[config.mk]
export PLATFORM = sky130hd
export DESIGN_NAME = uart_rx_tx_ring_fifo_flat
export DESIGN_NICKNAME = d
export VERILOG_FILES = /design/src/rtl/core/urtf_pkg.sv /design/src/rtl/core/urtf_chan_if.sv /design/src/rtl/core/urtf_ring.sv /design/src/rtl/core/uart_rx_tx_ring_fifo.sv /design/src/flat_wrapper.sv
export VERILOG_INCLUDE_DIRS = /design/src /design/src/rtl/core
export SDC_FILE = /design/constraint.sdc
export NUM_CORES = 1
export LEC_CHECK = 0
export BUFFER_PORTS_ARGS = -buffer_cell sky130_fd_sc_hd__buf_4
export CAP_MARGIN = 20
export CORE_MARGIN = 2
export CORE_UTILIZATION = 30
export DETAILED_ROUTE_END_ITERATION = 7
export PLACE_DENSITY = 0.52
export SYNTH_ARGS = -nofsm -noshare
export SYNTH_HDL_FRONTEND = slang
export SYNTH_SLANG_ARGS = --single-unit
[constraint.sdc]
create_clock -name clk -period 4.3 [get_ports clk]
set_input_delay 1.29 -clock clk [delete_from_list [all_inputs] [get_ports clk]]
set_output_delay 1.29 -clock clk [all_outputs]
set_load 0.01 [all_outputs]
[src/rtl/core/assert_macros.svh]
// Assertion macros shared by the ring buffer RTL.
`ifndef ASSERT_MACROS_SVH
`define ASSERT_MACROS_SVH

// cond must never hold outside reset
`define ASSERT_NEVER(label, clk, rst, cond) \
  label: assert property (@(posedge clk) disable iff (rst) !(cond)) \
    else $error("assertion failed: forbidden condition seen");

// cons must hold in the cycle after ante
`define ASSERT_NEXT(label, clk, rst, ante, cons) \
  label: assert property (@(posedge clk) disable iff (rst) (ante) |=> (cons)) \
    else $error("assertion failed: expected follow-up missing");

`endif

[src/rtl/core/urtf_pkg.sv]
// Package: types and defaults for the UART receive/transmit ring buffer.
`default_nettype none

package urtf_pkg;

  localparam int RX_DEPTH_DEF = 16;
  localparam int TX_DEPTH_DEF = 16;

  typedef enum logic [1:0] {
    ACT_RX_BYTE   = 2'd0,
    ACT_HOST_READ = 2'd1,
    ACT_HOST_ADD  = 2'd2,
    ACT_TX_DONE   = 2'd3
  } action_t;

  typedef struct packed {
    action_t    action;
    logic [7:0] data_byte;
    logic       tx_register_empty;
  } evt_t;

  typedef struct packed {
    logic [7:0] read_data;
    logic       send_valid;
    logic [7:0] send_byte;
    logic       accepted;
    logic       rx_is_empty;
    logic       rx_is_full;
    logic       rx_lost;
    logic       tx_is_empty;
    logic       tx_is_full;
  } res_t;

  typedef struct packed {
    logic empty;
    logic full;
  } ring_stat_t;

endpackage

`default_nettype wire

[src/rtl/core/urtf_chan_if.sv]
// Interface: valid/ready channel carrying one word of a given payload type.
`default_nettype none

interface urtf_chan_if #(
  parameter type payload_t = logic
);
  logic     valid;
  logic     ready;
  payload_t data;

  modport source (output valid, output data, input ready);
  modport sink   (input valid, input data, output ready);
endinterface

`default_nettype wire

[src/rtl/core/urtf_ring.sv]
// Byte ring: memory with head/tail pointers and empty/full flags.
`default_nettype none
`include "assert_macros.svh"

module urtf_ring import urtf_pkg::*; #(
  parameter int DEPTH = RX_DEPTH_DEF
) (
  input  logic       clk,
  input  logic       rst,
  input  logic       push,
  input  logic [7:0] wdata,
  input  logic       pop,
  output logic [7:0] rdata,
  output ring_stat_t stat
);

  localparam int AW = $clog2(DEPTH);
  localparam logic [AW-1:0] LAST = AW'(DEPTH - 1);

  logic [7:0]    mem [DEPTH];
  logic [AW-1:0] head;
  logic [AW-1:0] tail;
  logic [AW-1:0] head_next;
  logic [AW-1:0] tail_next;
  logic          empty;
  logic          full;
  logic          do_push;
  logic          do_pop;

  assign do_push   = push && !full;
  assign do_pop    = pop && !empty;
  assign head_next = (head == LAST) ? '0 : head + 1'b1;
  assign tail_next = (tail == LAST) ? '0 : tail + 1'b1;
  assign stat      = '{empty: empty, full: full};

  always_ff @(posedge clk) begin
    if (do_push) begin
      mem[tail] <= wdata;
    end
    if (do_pop) begin
      rdata <= mem[head];
    end
  end

  always_ff @(posedge clk) begin
    if (rst) begin
      head  <= '0;
      tail  <= '0;
      empty <= 1'b1;
      full  <= 1'b0;
    end else if (do_push) begin
      tail  <= tail_next;
      empty <= 1'b0;
      full  <= (tail_next == head);
    end else if (do_pop) begin
      head  <= head_next;
      full  <= 1'b0;
      empty <= (head_next == tail);
    end
  end

  `ASSERT_NEVER(a_full_and_empty, clk, rst, full && empty)
  `ASSERT_NEXT(a_push_not_empty, clk, rst, do_push, !empty)
  `ASSERT_NEXT(a_pop_not_full, clk, rst, do_pop, !full)

endmodule

`default_nettype wire

[src/rtl/core/uart_rx_tx_ring_fifo.sv]
// Top level: UART receive and transmit ring buffers with event handshake.
`default_nettype none
`include "assert_macros.svh"

// One event word is taken per cycle on evt unless stage 1 is stalled; each
// yields exactly one result word on res via stage 1 and the result register.
// Stage 1 updates pointers and flags and does the single memory access of
// the ring involved (write at tail or registered read at head); the result
// register takes that read data and lets a new event in while a finished word
// waits. Receive bytes arriving while the rx ring is full are dropped and set
// a sticky lost flag; a tx add to an empty ring with a free transmit register
// bypasses the ring. Reset empties both rings; no clearing pass is needed.
module uart_rx_tx_ring_fifo import urtf_pkg::*; #(
  parameter int RX_DEPTH = RX_DEPTH_DEF,
  parameter int TX_DEPTH = TX_DEPTH_DEF
) (
  input  logic        clk,
  input  logic        rst,
  urtf_chan_if.sink   evt,
  urtf_chan_if.source res
);

  ring_stat_t rx_stat;
  ring_stat_t tx_stat;
  logic [7:0] rx_rdata;
  logic [7:0] tx_rdata;

  logic       fire;
  logic       rx_push;
  logic       rx_pop;
  logic       tx_push;
  logic       tx_pop;
  logic       bypass;
  logic       take;
  logic       read_hit;
  logic       ring_send;

  logic       lost;
  logic       s1_valid;
  action_t    s1_action;
  logic [7:0] s1_byte;
  logic       s1_read_hit;
  logic       s1_ring_send;
  logic       s1_bypass;
  logic       s1_accepted;
  logic       s1_move;
  logic       res_valid;
  res_t       res_data;

  assign s1_move   = !res_valid || res.ready;
  assign evt.ready = !s1_valid || s1_move;
  assign fire      = evt.valid && evt.ready;
  assign res.valid = res_valid;
  assign res.data  = res_data;

  always_comb begin
    bypass    = 1'b0;
    take      = 1'b0;
    read_hit  = 1'b0;
    ring_send = 1'b0;
    rx_push   = 1'b0;
    rx_pop    = 1'b0;
    tx_push   = 1'b0;
    tx_pop    = 1'b0;
    unique case (evt.data.action)
      ACT_RX_BYTE: begin
        rx_push = fire;
      end
      ACT_HOST_READ: begin
        rx_pop   = fire;
        read_hit = !rx_stat.empty;
      end
      ACT_HOST_ADD: begin
        bypass  = tx_stat.empty && evt.data.tx_register_empty;
        take    = bypass || !tx_stat.full;
        tx_push = fire && !bypass;
      end
      ACT_TX_DONE: begin
        tx_pop    = fire;
        ring_send = !tx_stat.empty;
      end
      default: begin
      end
    endcase
  end

  urtf_ring #(.DEPTH(RX_DEPTH)) u_rx_ring (
    .clk   (clk),
    .rst   (rst),
    .push  (rx_push),
    .wdata (evt.data.data_byte),
    .pop   (rx_pop),
    .rdata (rx_rdata),
    .stat  (rx_stat)
  );

  urtf_ring #(.DEPTH(TX_DEPTH)) u_tx_ring (
    .clk   (clk),
    .rst   (rst),
    .push  (tx_push),
    .wdata (evt.data.data_byte),
    .pop   (tx_pop),
    .rdata (tx_rdata),
    .stat  (tx_stat)
  );

  // stage 1 payload
  always_ff @(posedge clk) begin
    if (fire) begin
      s1_action    <= evt.data.action;
      s1_byte      <= evt.data.data_byte;
      s1_read_hit  <= read_hit;
      s1_ring_send <= ring_send;
      s1_bypass    <= bypass;
      s1_accepted  <= take && (evt.data.action == ACT_HOST_ADD);
    end
  end

  // ring flags at move time already reflect the step held in stage 1
  always_ff @(posedge clk) begin
    if (s1_valid && s1_move) begin
      res_data.read_data   <= s1_read_hit ? rx_rdata : 8'd0;
      res_data.send_valid  <= s1_bypass || s1_ring_send;
      res_data.send_byte   <= s1_bypass ? s1_byte : (s1_ring_send ? tx_rdata : 8'd0);
      res_data.accepted    <= s1_accepted;
      res_data.rx_is_empty <= rx_stat.empty;
      res_data.rx_is_full  <= rx_stat.full;
      res_data.rx_lost     <= lost;
      res_data.tx_is_empty <= tx_stat.empty;
      res_data.tx_is_full  <= tx_stat.full;
    end
  end

  always_ff @(posedge clk) begin
    if (rst) begin
      lost      <= 1'b0;
      s1_valid  <= 1'b0;
      res_valid <= 1'b0;
    end else begin
      if (rx_push && rx_stat.full) begin
        lost <= 1'b1;
      end
      if (fire) begin
        s1_valid <= 1'b1;
      end else if (s1_move) begin
        s1_valid <= 1'b0;
      end
      if (s1_valid && s1_move) begin
        res_valid <= 1'b1;
      end else if (res.ready) begin
        res_valid <= 1'b0;
      end
    end
  end

  `ASSERT_NEVER(a_no_overrun, clk, rst, s1_valid && !s1_move && evt.ready)
  `ASSERT_NEVER(a_accept_only_add, clk, rst, s1_valid && s1_accepted && s1_action != ACT_HOST_ADD)
  `ASSERT_NEXT(a_lost_sticky, clk, rst, lost, lost)

endmodule

`default_nettype wire

[src/flat_wrapper.sv]
// flat-port wrapper written by rule: the top's interface ports become plain ports
module uart_rx_tx_ring_fifo_flat import urtf_pkg::*;
#(
  parameter int RX_DEPTH = RX_DEPTH_DEF,
  parameter int TX_DEPTH = TX_DEPTH_DEF
)
  (clk, rst, evt_valid, evt_data, evt_ready, res_valid, res_data, res_ready);
  urtf_chan_if #(.payload_t(evt_t)) evt_i ();
  urtf_chan_if #(.payload_t(res_t)) res_i ();
  input  logic clk;
  input  logic rst;
  input wire logic [$bits(evt_i.valid)-1:0] evt_valid;
  input wire logic [$bits(evt_i.data)-1:0] evt_data;
  output wire logic [$bits(evt_i.ready)-1:0] evt_ready;
  output wire logic [$bits(res_i.valid)-1:0] res_valid;
  output wire logic [$bits(res_i.data)-1:0] res_data;
  input wire logic [$bits(res_i.ready)-1:0] res_ready;
  assign evt_i.valid = evt_valid;
  assign evt_i.data = evt_data;
  assign evt_ready = evt_i.ready;
  assign res_valid = res_i.valid;
  assign res_data = res_i.data;
  assign res_i.ready = res_ready;
  uart_rx_tx_ring_fifo #(.RX_DEPTH(RX_DEPTH), .TX_DEPTH(TX_DEPTH)) u_core (.clk(clk), .rst(rst), .evt(evt_i), .res(res_i));
endmodule
Word-level counts from Yosys, hierarchy flattened
Memory sizes are Yosys's and may differ from the RTL's. A register that Yosys moved wholly into a read port is not among the register bits.
Index checks and enable logic that the tools add are counted.
{"block": "classes", "n_bitwise": 2, "n_mux": 27, "n_addsub": 4, "reduce_logical": 28, "n_eq_ne": 11}
{"operator": "two-way mux 1 bit", "n": 21}
{"operator": "adder 4 x 1 -> 4 bit (second input constant)", "n": 4}
{"operator": "equality test 4 bit", "n": 4}
{"operator": "equality test 4 bit (second input constant)", "n": 4}
{"operator": "two-way mux 4 bit", "n": 4}
{"operator": "two-way mux 8 bit", "n": 2}
{"operator": "logical AND 1 bit", "n": 10}
{"operator": "nonzero test 2 bit", "n": 4}
{"operator": "zero test 1 bit", "n": 7}
{"operator": "equality test 2 bit (second input constant)", "n": 2}
{"operator": "logical OR 1 bit", "n": 4}
{"operator": "AND reduction 2 bit", "n": 2}
{"operator": "equality test 2 x 1 -> 1 bit (second input constant)", "n": 1}
{"operator": "zero test 2 bit", "n": 1}
{"operator": "NOT 1 bit", "n": 2}
{"block": "totals", "memories": 2, "elab_cells": 99, "ramBits": 256, "regBits": 58, "output_inout_bits": 25}
{"name": "u_core.u_rx_ring.mem", "words": 16, "width": 8, "rd": 1, "rd_clocked_by_memory_dff": 1, "write_ports": 1, "line_no": "urtf_ring.sv:20", "rtl": "logic [7:0] mem [DEPTH];"}
{"name": "u_core.u_tx_ring.mem", "words": 16, "width": 8, "rd": 1, "rd_clocked_by_memory_dff": 1, "write_ports": 1, "line_no": "urtf_ring.sv:20"}

Longest topological paths before layout
Gate-level depths: netlist (run 1).
{"block": "logic_depth", "word_depth": 9, "ltp_mapped": 6, "ltp_nobuf": 6}

By module
Synthesis (run 1) repeated with hierarchy kept, for this count alone.
{"block": "hier_totals", "cells_unflattened": 701, "hier_area_um2": 13201.4}
{"mod": "urtf_ring", "n_inst": 2, "area_each_um2": 5890.6, "cells_per_inst": 308, "seq_area_each_um2": 4284.1}
{"mod": "uart_rx_tx_ring_fifo", "n_inst": 1, "area_each_um2": 1420.1, "cells_per_inst": 85, "seq_area_each_um2": 1111.1}

Worst setup path after synthesis (run 1)
OpenSTA, ideal clock, no wires.
{"block": "synth_timing", "path_kind": "input to register", "from": "in res_ready", "to": "reg, netlist name u_core.res.data[0]", "n_path_buf": 0, "arrival_time_ps": 3053, "cell_stages": 2, "slack_ps": 808, "setup_time_ps": 438, "cell_sequence": "inv_1 -> a21boi_0"}
{"block": "synth_via", "elab_chain_cells": 2}
{"item": "from (decl)", "line_no": "flat_wrapper.sv:17", "rtl": "input wire logic [$bits(res_i.ready)-1:0] res_ready;"}
{"item": "logical OR 1 bit", "line_no": "uart_rx_tx_ring_fifo.sv:50", "rtl": "assign s1_move = !res_valid || res.ready;"}
{"item": "logical AND 1 bit", "line_no": "uart_rx_tx_ring_fifo.sv:121", "rtl": "if (s1_valid && s1_move) begin"}
Every way passes these cells.
A chain may end at the register's enable or synchronous reset.

Final worst setup path (run 1)
{"block": "layout_timing", "from": "in res_ready", "to": "out evt_ready"}
{"block": "layout_via", "elab_chain_cells": 2}
{"item": "logical OR 1 bit", "line_no": "uart_rx_tx_ring_fifo.sv:50"}
{"item": "logical OR 1 bit", "line_no": "uart_rx_tx_ring_fifo.sv:51", "rtl": "assign evt.ready = !s1_valid || s1_move;"}
{"item": "to (decl)", "line_no": "flat_wrapper.sv:14", "rtl": "output wire logic [$bits(evt_i.ready)-1:0] evt_ready;"}
Every way passes these cells.

==> reports/summary.txt, run 1 <==
status = completed
final instance area = 15180 um2
detailed placer's ending HPWL = 17.51 mm
Worst Path Required = 3.01 ns
fraction of layout cells with a size suffix above 1 = 22.24%
die area = 45280 um2
largest net degree at the start of global routing = 34
area leader, netlist = edfxtp_1
post-synthesis register bit count = 330
ANT cells = 0
CTS sink cnt = 330
Die Height = 212.8 um
Syn. warnings = 0
Top delay family on crit path = buffers and inverters
R2R depth = 3
switch share = 19.50%
Slowest cell on crit path = and3b_1
post-layout min period = 3.302 ns
Max Cap Viol = 0
prevailing post-synth register cell = edfxtp_1
Tightest Hold Check Type = flop to flop
slowest stage delay, CP = 0.33 ns
crit path DAT = 2.01 ns
H-tree Lvls = 2
Iter 0 DRT Violations = 511
CP Max Fanout = 8
r2r endpoint = u_core.u_tx_ring.rdata[6]
Detailed Route WL = 27.63 mm
Yosys top cell area share = 70.49%
worst r2r src = u_core.u_tx_ring.head[0]
Internal = 5.450 mW
Worst R2R Setup Slack = 1.69 ns
CTS Hold Bufs = 0
Pwr Total = 6.770 mW
Vias per Instance = 4.736
Final ANT Viol Nets = 0
clock-pin slew on the worst setup and hold paths = 0.05 ns
DRC viols = 0
RSZ-0062 raised after global routing = no
Root Buffer = clkbuf_16
area of the multi-input gates = 3158 um2
Syn Inst Count = 640
final hold violations = 0
Netlist Area Pre-Place = 13080 um2
asr flop ratio synth = 0%
Layout area overhead = 16.09%
Peak Freq = 302.9 MHz
register area = 9682 um2
setup TNS = 0 ns
Tot GR Track Use = 12.58%
final setup fails = 0
Comb power frac = 2.3%
Port-buffer cells = 39
CTS resizes = 0
Max Clock Skew = 0.01538 ns
initial antenna violation count = 0
CTS tree = built
Most Frequent Cell on Critical Path = buf_4
CTS Buffer Depth = 3
# IOs = 40
pwr dens = 445.9 nW/um2
Rel. slew slack = 45.95%
first-pass GRT wire length = 41.55 mm
core footprint = 43080 um2
Flop pwr share = 52.4%
Worst Hold End = u_core.res.data[5]
synth top area cells = edfxtp_1 (70%), mux4_2 (9.0%), mux4_1 (5.6%)
Leak Pwr = 4.797 nW
Vias = 6200
Final #Nets = 725
crit path launch type = primary input
grt total ovfl = 0
Worst Setup Path Type = primary input to output port
Post-CTS Setup Bufs = 0
post-DR wirelength/cell = 21.11 um
placement-stage cell area = 14010 um2
gpl congestion = 0.7386
period utilization = 76.79%
clk_lat worst skew = 0.52 ns
Yosys cell types = 51
worst slew pin tran = 0.8097 ns
sequential fraction of the synthesis area = 74.01%
total CTS buffers = 36
Clk pwr share = 45.3%
Initial Utilization = 30.36%
Die X = 212.8 um
post-synthesis net count = 665
number of flops mapped to enable cells by yosys = 307
worst-case vdd ir drop = 0.2767 mV
Psw = 1.320 mW
Max Slew Vio Count = 0
Fill cells = 4008
router iterations before antenna repair = 5
min-delay src = u_core.s1_accepted
FP Rows = 76
Hold Path Cell Cnt = 0
WHS = 0.4315 ns
vias in the first global route = 6304
final core occ = 35.25%
mean post-synth cell area = 20.44 um2
crit-path cells = buf_4 > and3b_1 > inv_2 > buf_4
Buf/Inv on CP = 3
CP Capture Type = output port
-- sequential cells by signal, indices dropped and copies added (netlist names), 4 cells and up --
register and count:
u_core.res.data 23, u_core.s1_byte 8, u_core.u_rx_ring.head 4, u_core.u_rx_ring.mem 128, u_core.u_rx_ring.rdata 8, u_core.u_rx_ring.tail 4, u_core.u_tx_ring.head 4, u_core.u_tx_ring.mem 128
u_core.u_tx_ring.rdata 8, u_core.u_tx_ring.tail 4
-- layout by cell type (no fill, tap or decap), types with 7 or more instances in the layout --
master / instances
nor3_1: 7
ha_1: 10
buf_4: 53
edfxtp_1: 307
clkinv_1: 10
xnor2_1: 10
a21oi_1: 8
and2_1: 20
dfxtp_1: 21
clkbuf_16: 37
mux2i_1: 7
and3_1: 7
mux4_2: 52
inv_1: 10
a22o_1: 7
mux4_1: 28
nor2_1: 34
xor2_1: 10
nand2_1: 13
-- metrics by stage --
step | setup slack, ns | std cells
final | 0.9982 | 1309
after global routing | 0.9362 | 1309
after CTS | 0.9976 | 1309
after detailed placement | 0.8084 | 1247
after global placement | 0.8602 | 1247
after floorplan | 0.8082 | 640
-- routing by layer --
layer / vias up / GRT usage (%) / part of all wire, %
met4: 0 / 3.714 / 2.0
met2: 179 / 18.85 / 44
met1: 3227 / 18.40 / 48
met3: 44 / 2.692 / 5.6
met5: - / 0 / 0
li1: 2750 / - / -
-- cells by family (layout without fill, tap and decap cells) --
family / after synthesis / count (layout) / share of synthesized area [%]
flops: 330 / 330 / 74.01
simple gates: 111 / 111 / 4.544
mux: 87 / 87 / 15.12
buf+inv: 42 / 126 / 1.875
compound gates: 40 / 40 / 2.162
xor+xnor: 20 / 20 / 1.339
fa+ha+maj: 10 / 10 / 0.9567
-- layout make-up --
type	instances	area share, %
tap	585	4.821
timing repair buffer	53	2.621
sequential	330	63.77
clock inverter	22	1.549
inverter	11	0.2719
multi-input combinational	268	20.80
clock buffer	40	6.172
-- synthesized netlist by cell type, types with 2 or more instances --
library cell and number:
mux4_2 52, nor2b_1 4, buf_1 6, nand4_1 5, ha_1 10, mux4_1 28
xnor2_1 10, o22ai_1 2, buf_2 5, dfxtp_1 23, a211oi_1 2, mux2i_1 7
and3_1 7, a41o_1 2, nand3_1 3, edfxtp_1 307, o21ai_0 6, a31oi_1 4
nand2b_1 4, buf_12 2, nor3b_1 3, nor2_1 34, nor3_1 7, a22o_1 7
a21oi_1 8, xor2_1 10, nor4_1 2, buf_8 3, buf_6 2, clkbuf_1 13
nand2_1 13, and2_1 20, inv_1 10, and3b_1 2
-- worst max path at each step --
stage | end | slack, ns | depth (start not counted) | from
2_1_floorplan | u_core.res.data[0] | 0.81 | 2 | res_ready
3_3_place_gp | u_core.u_tx_ring.mem[5][4] | 0.86 | 6 | res_ready
3_5_place_dp | u_core.u_rx_ring.mem[5][0] | 0.81 | 5 | evt_data[10]
4_1_cts | evt_ready | 1.0 | 4 | res_ready
5_1_grt | evt_ready | 0.94 | 4 | res_ready
6_report | evt_ready | 1.0 | 4 | res_ready
-- power by group through the flow --
stage	Combinational [mW]	Clock (mW)	Sequential (mW)
6_report	0.158	3.06	3.55
3_5_place_dp	0.162	0	3.62
5_1_grt	0.175	3.25	3.55
3_3_place_gp	0.162	0	3.61
2_1_floorplan	0.0633	0	3.62
4_1_cts	0.162	3.14	3.55
No activity file was read; power rests on OpenSTA's default activity.
==> run 2: changes to the inputs <==
--- a/config.mk
+++ b/config.mk
@@ -11,7 +11,7 @@
 export CORE_MARGIN = 2
 export CORE_UTILIZATION = 30
 export DETAILED_ROUTE_END_ITERATION = 7
-export PLACE_DENSITY = 0.52
+export PLACE_DENSITY = 0.54
 export SYNTH_ARGS = -nofsm -noshare
 export SYNTH_HDL_FRONTEND = slang
 export SYNTH_SLANG_ARGS = --single-unit
==> constraint.sdc (replaced) <==
create_clock -name clk -period 2.7 [get_ports clk]
set_input_delay 0.81 -clock clk [delete_from_list [all_inputs] [get_ports clk]]
set_output_delay 0.81 -clock clk [all_outputs]
set_load 0.01 [all_outputs]
==> reports/summary.txt, run 2 (same netlist as run 1, synthesis figures left out) <==
status = completed (unchanged)
detailed placer's ending HPWL = 16.40 mm (was 17.51 mm)
Root Buffer = clkbuf_16 (unchanged)
crit-path cells = buf_4 > and3b_1 > inv_2 > buf_4 > buf_4 (was buf_4 > and3b_1 > inv_2 > buf_4)
first-pass GRT wire length = 40.56 mm (was 41.55 mm)
Hold Path Cell Cnt = 0 (unchanged)
GRT met3 Usage = 2.500% (was 2.692%)
Max Cap Viol = 0 (unchanged)
Slowest cell on crit path = and3b_1 (unchanged)
period utilization = 89.58%
worst r2r src = u_core.u_tx_ring.head[0] (unchanged)
CTS sink cnt = 330 (unchanged)
placed cells = 1277 (was 1247)
WHS = 0.4184 ns (was 0.4315 ns)
slowest stage delay, CP = 0.33 ns (about the same)
CTS Hold Bufs = 0 (unchanged)
worst slew pin tran = 0.7651 ns (was 0.8097 ns)
fraction of layout cells with a size suffix above 1 = 25.20% (was 22.24%)
placement-stage cell area = 14290 um2 (was 14010 um2)
Post-CTS Setup Bufs = 0 (unchanged)
r2r endpoint = u_core.u_tx_ring.rdata[7] (was u_core.u_tx_ring.rdata[6])
grt total ovfl = 0 (unchanged)
Internal = 8.330 mW (was 5.450 mW)
post-DR wirelength/cell = 19.96 um (was 21.11 um)
commonest non-fill, non-tap cell in the layout = edfxtp_1 (unchanged)
switch share = 19.89% (was 19.50%)
Worst Path Required = 1.89 ns (was 3.01 ns)
largest net degree at the start of global routing = 40 (was 34)
H-tree Lvls = 2 (unchanged)
min-delay src = u_core.s1_accepted (unchanged)
gpl congestion = 0.7240 (was 0.7386)
core footprint = 43080 um2 (unchanged)
Worst R2R Setup Slack = 0.54 ns (was 1.69 ns)
Tot GR Track Use = 12.23% (was 12.58%)
R2R depth = 3 (unchanged)
Detailed Route WL = 26.72 mm (was 27.63 mm)
Max Slew Vio Count = 0 (unchanged)
FP Rows = 76 (unchanged)
Worst Setup Path Type = primary input to output port (unchanged)
router iterations before antenna repair = 6 (was 5)
met1 Usage GRT = 17.74% (was 18.40%)
post-layout min period = 2.419 ns
Comb power frac = 2.4% (was 2.3%)
Peak Freq = 413.5 MHz
CTS tree = built (unchanged)
met2 GRT Util = 18.26% (was 18.85%)
Layout Cells excl Fill = 1339 (was 1309)
final hold violations = 0 (unchanged)
initial antenna violation count = 0 (unchanged)
Setup WS pre-CTS = -0.03262 ns (was 0.8084 ns)
post-route setup slack = 0.2814 ns (was 0.9982 ns)
Rel. slew slack = 48.92% (was 45.95%)
Clk pwr share = 43.3% (was 45.3%)
total CTS buffers = 35 (was 36)
# IOs = 40 (unchanged)
Layout area overhead = 17.49% (was 16.09%)
final instance area = 15370 um2 (was 15180 um2)
Die Height = 212.8 um (unchanged)
vias in the first global route = 6297 (was 6304)
worst-case vdd ir drop = 0.3480 mV (was 0.2767 mV)
die area = 45280 um2 (unchanged)
CTS resizes = 0 (unchanged)
Iter 0 DRT Violations = 597 (was 511)
commonest non-fill, non-tap cells in the layout = edfxtp_1 (307), buf_4 (79), mux4_2 (52), clkbuf_16 (37), nor2_1 (34) (was edfxtp_1 (307), buf_4 (53), mux4_2 (52), clkbuf_16 (37), nor2_1 (34))
clock-pin slew on the worst setup and hold paths = 0.06 ns (was 0.05 ns)
Most Used Layer, Global Route = met2 (unchanged)
crit path launch type = primary input (unchanged)
Max Clock Skew = 0.01058 ns (was 0.01538 ns)
clk_lat worst skew = 0.52 ns (about the same)
DRC viols = 0 (unchanged)
Flop pwr share = 54.3% (was 52.4%)
CP Max Fanout = 7 (was 8)
Vias per Instance = 4.675 (was 4.736)
CP Capture Type = output port (unchanged)
Tightest Hold Check Type = flop to flop (unchanged)
RSZ-0062 raised after global routing = no (unchanged)
Psw = 2.069 mW (was 1.320 mW)
CTS Buffer Depth = 3 (unchanged)
final setup fails = 0 (unchanged)
crit path DAT = 1.61 ns (was 2.01 ns)
Worst Hold End = u_core.res.data[5] (unchanged)
Initial Utilization = 30.36% (unchanged)
Final ANT Viol Nets = 0 (unchanged)
Die X = 212.8 um (unchanged)
ANT cells = 0 (unchanged)
Port-buffer cells = 39 (unchanged)
Vias = 6260 (was 6200)
Leak Pwr = 4.933 nW (was 4.797 nW)
Most Frequent Cell on Critical Path = buf_4 (unchanged)
pwr dens = 676.7 nW/um2 (was 445.9 nW/um2)
Final #Nets = 754 (was 725)
run 2: stage by stage:
| step | setup TNS [ns] | utilization, % | total power [mW] |
|---|---|---|---|
| 2_1_floorplan | -1.263 | - | 5.859 |
| 3_3_place_gp | -0.05376 | 33.18 | 6.013 |
| 3_5_place_dp | -0.3647 | 33.18 | 6.016 |
| 4_1_cts | 0 | 35.67 | 10.53 |
| 5_1_grt | 0 | 35.67 | 10.75 |
| 6_report | 0 | 35.67 | 10.40 |
run 2: power groups by stage:
stage,registers (mW),clock network (mW),logic (mW)
final,5.65,4.50,0.250
after global routing,5.65,4.82,0.278
after CTS,5.65,4.63,0.259
after detailed placement,5.76,0,0.259
after global placement,5.76,0,0.256
after floorplan,5.76,0,0.101
run 2: worst max path at each step:
stage | from | to | slack (ns) | cells after the start
detailed placement | res_ready | u_core.u_tx_ring.mem[6][4] | -0.03 | 7
finish | res_ready | evt_ready | 0.28 | 5
global placement | res_ready | u_core.u_tx_ring.mem[6][3] | -0.01 | 7
CTS | res_ready | evt_ready | 0.28 | 5
floorplan | evt_valid | u_core.u_rx_ring.mem[0][0] | -0.05 | 5
global route | res_ready | evt_ready | 0.21 | 5
run 2: final cells by class:
| class | count | area, um2 |
|---|---|---|
| Clock buffer | 44 | 962.2 |
| Clock inverter | 18 | 111.4 |
| Fill cell | 3990 | 27710 |
| Inverter | 11 | 41.29 |
| Multi-Input combinational cell | 268 | 3164 |
| Sequential cell | 330 | 9682 |
| Tap cell | 585 | 732.0 |
| Timing Repair Buffer | 83 | 673.1 |
run 2: layer usage:
| metal | up-vias | share of wire (%) |
|---|---|---|
| met3 | 41 | 4.4 |
| met1 | 3277 | 48 |
| met2 | 133 | 45 |
| li1 | 2809 | - |
| met4 | 0 | 2.4 |
| met5 | - | 0 |
run 2: worst max-delay path, delay by kind of cell:
kind,cells,cell delay [ns]
simple gates,1,0.33
buf+inv,4,0.46
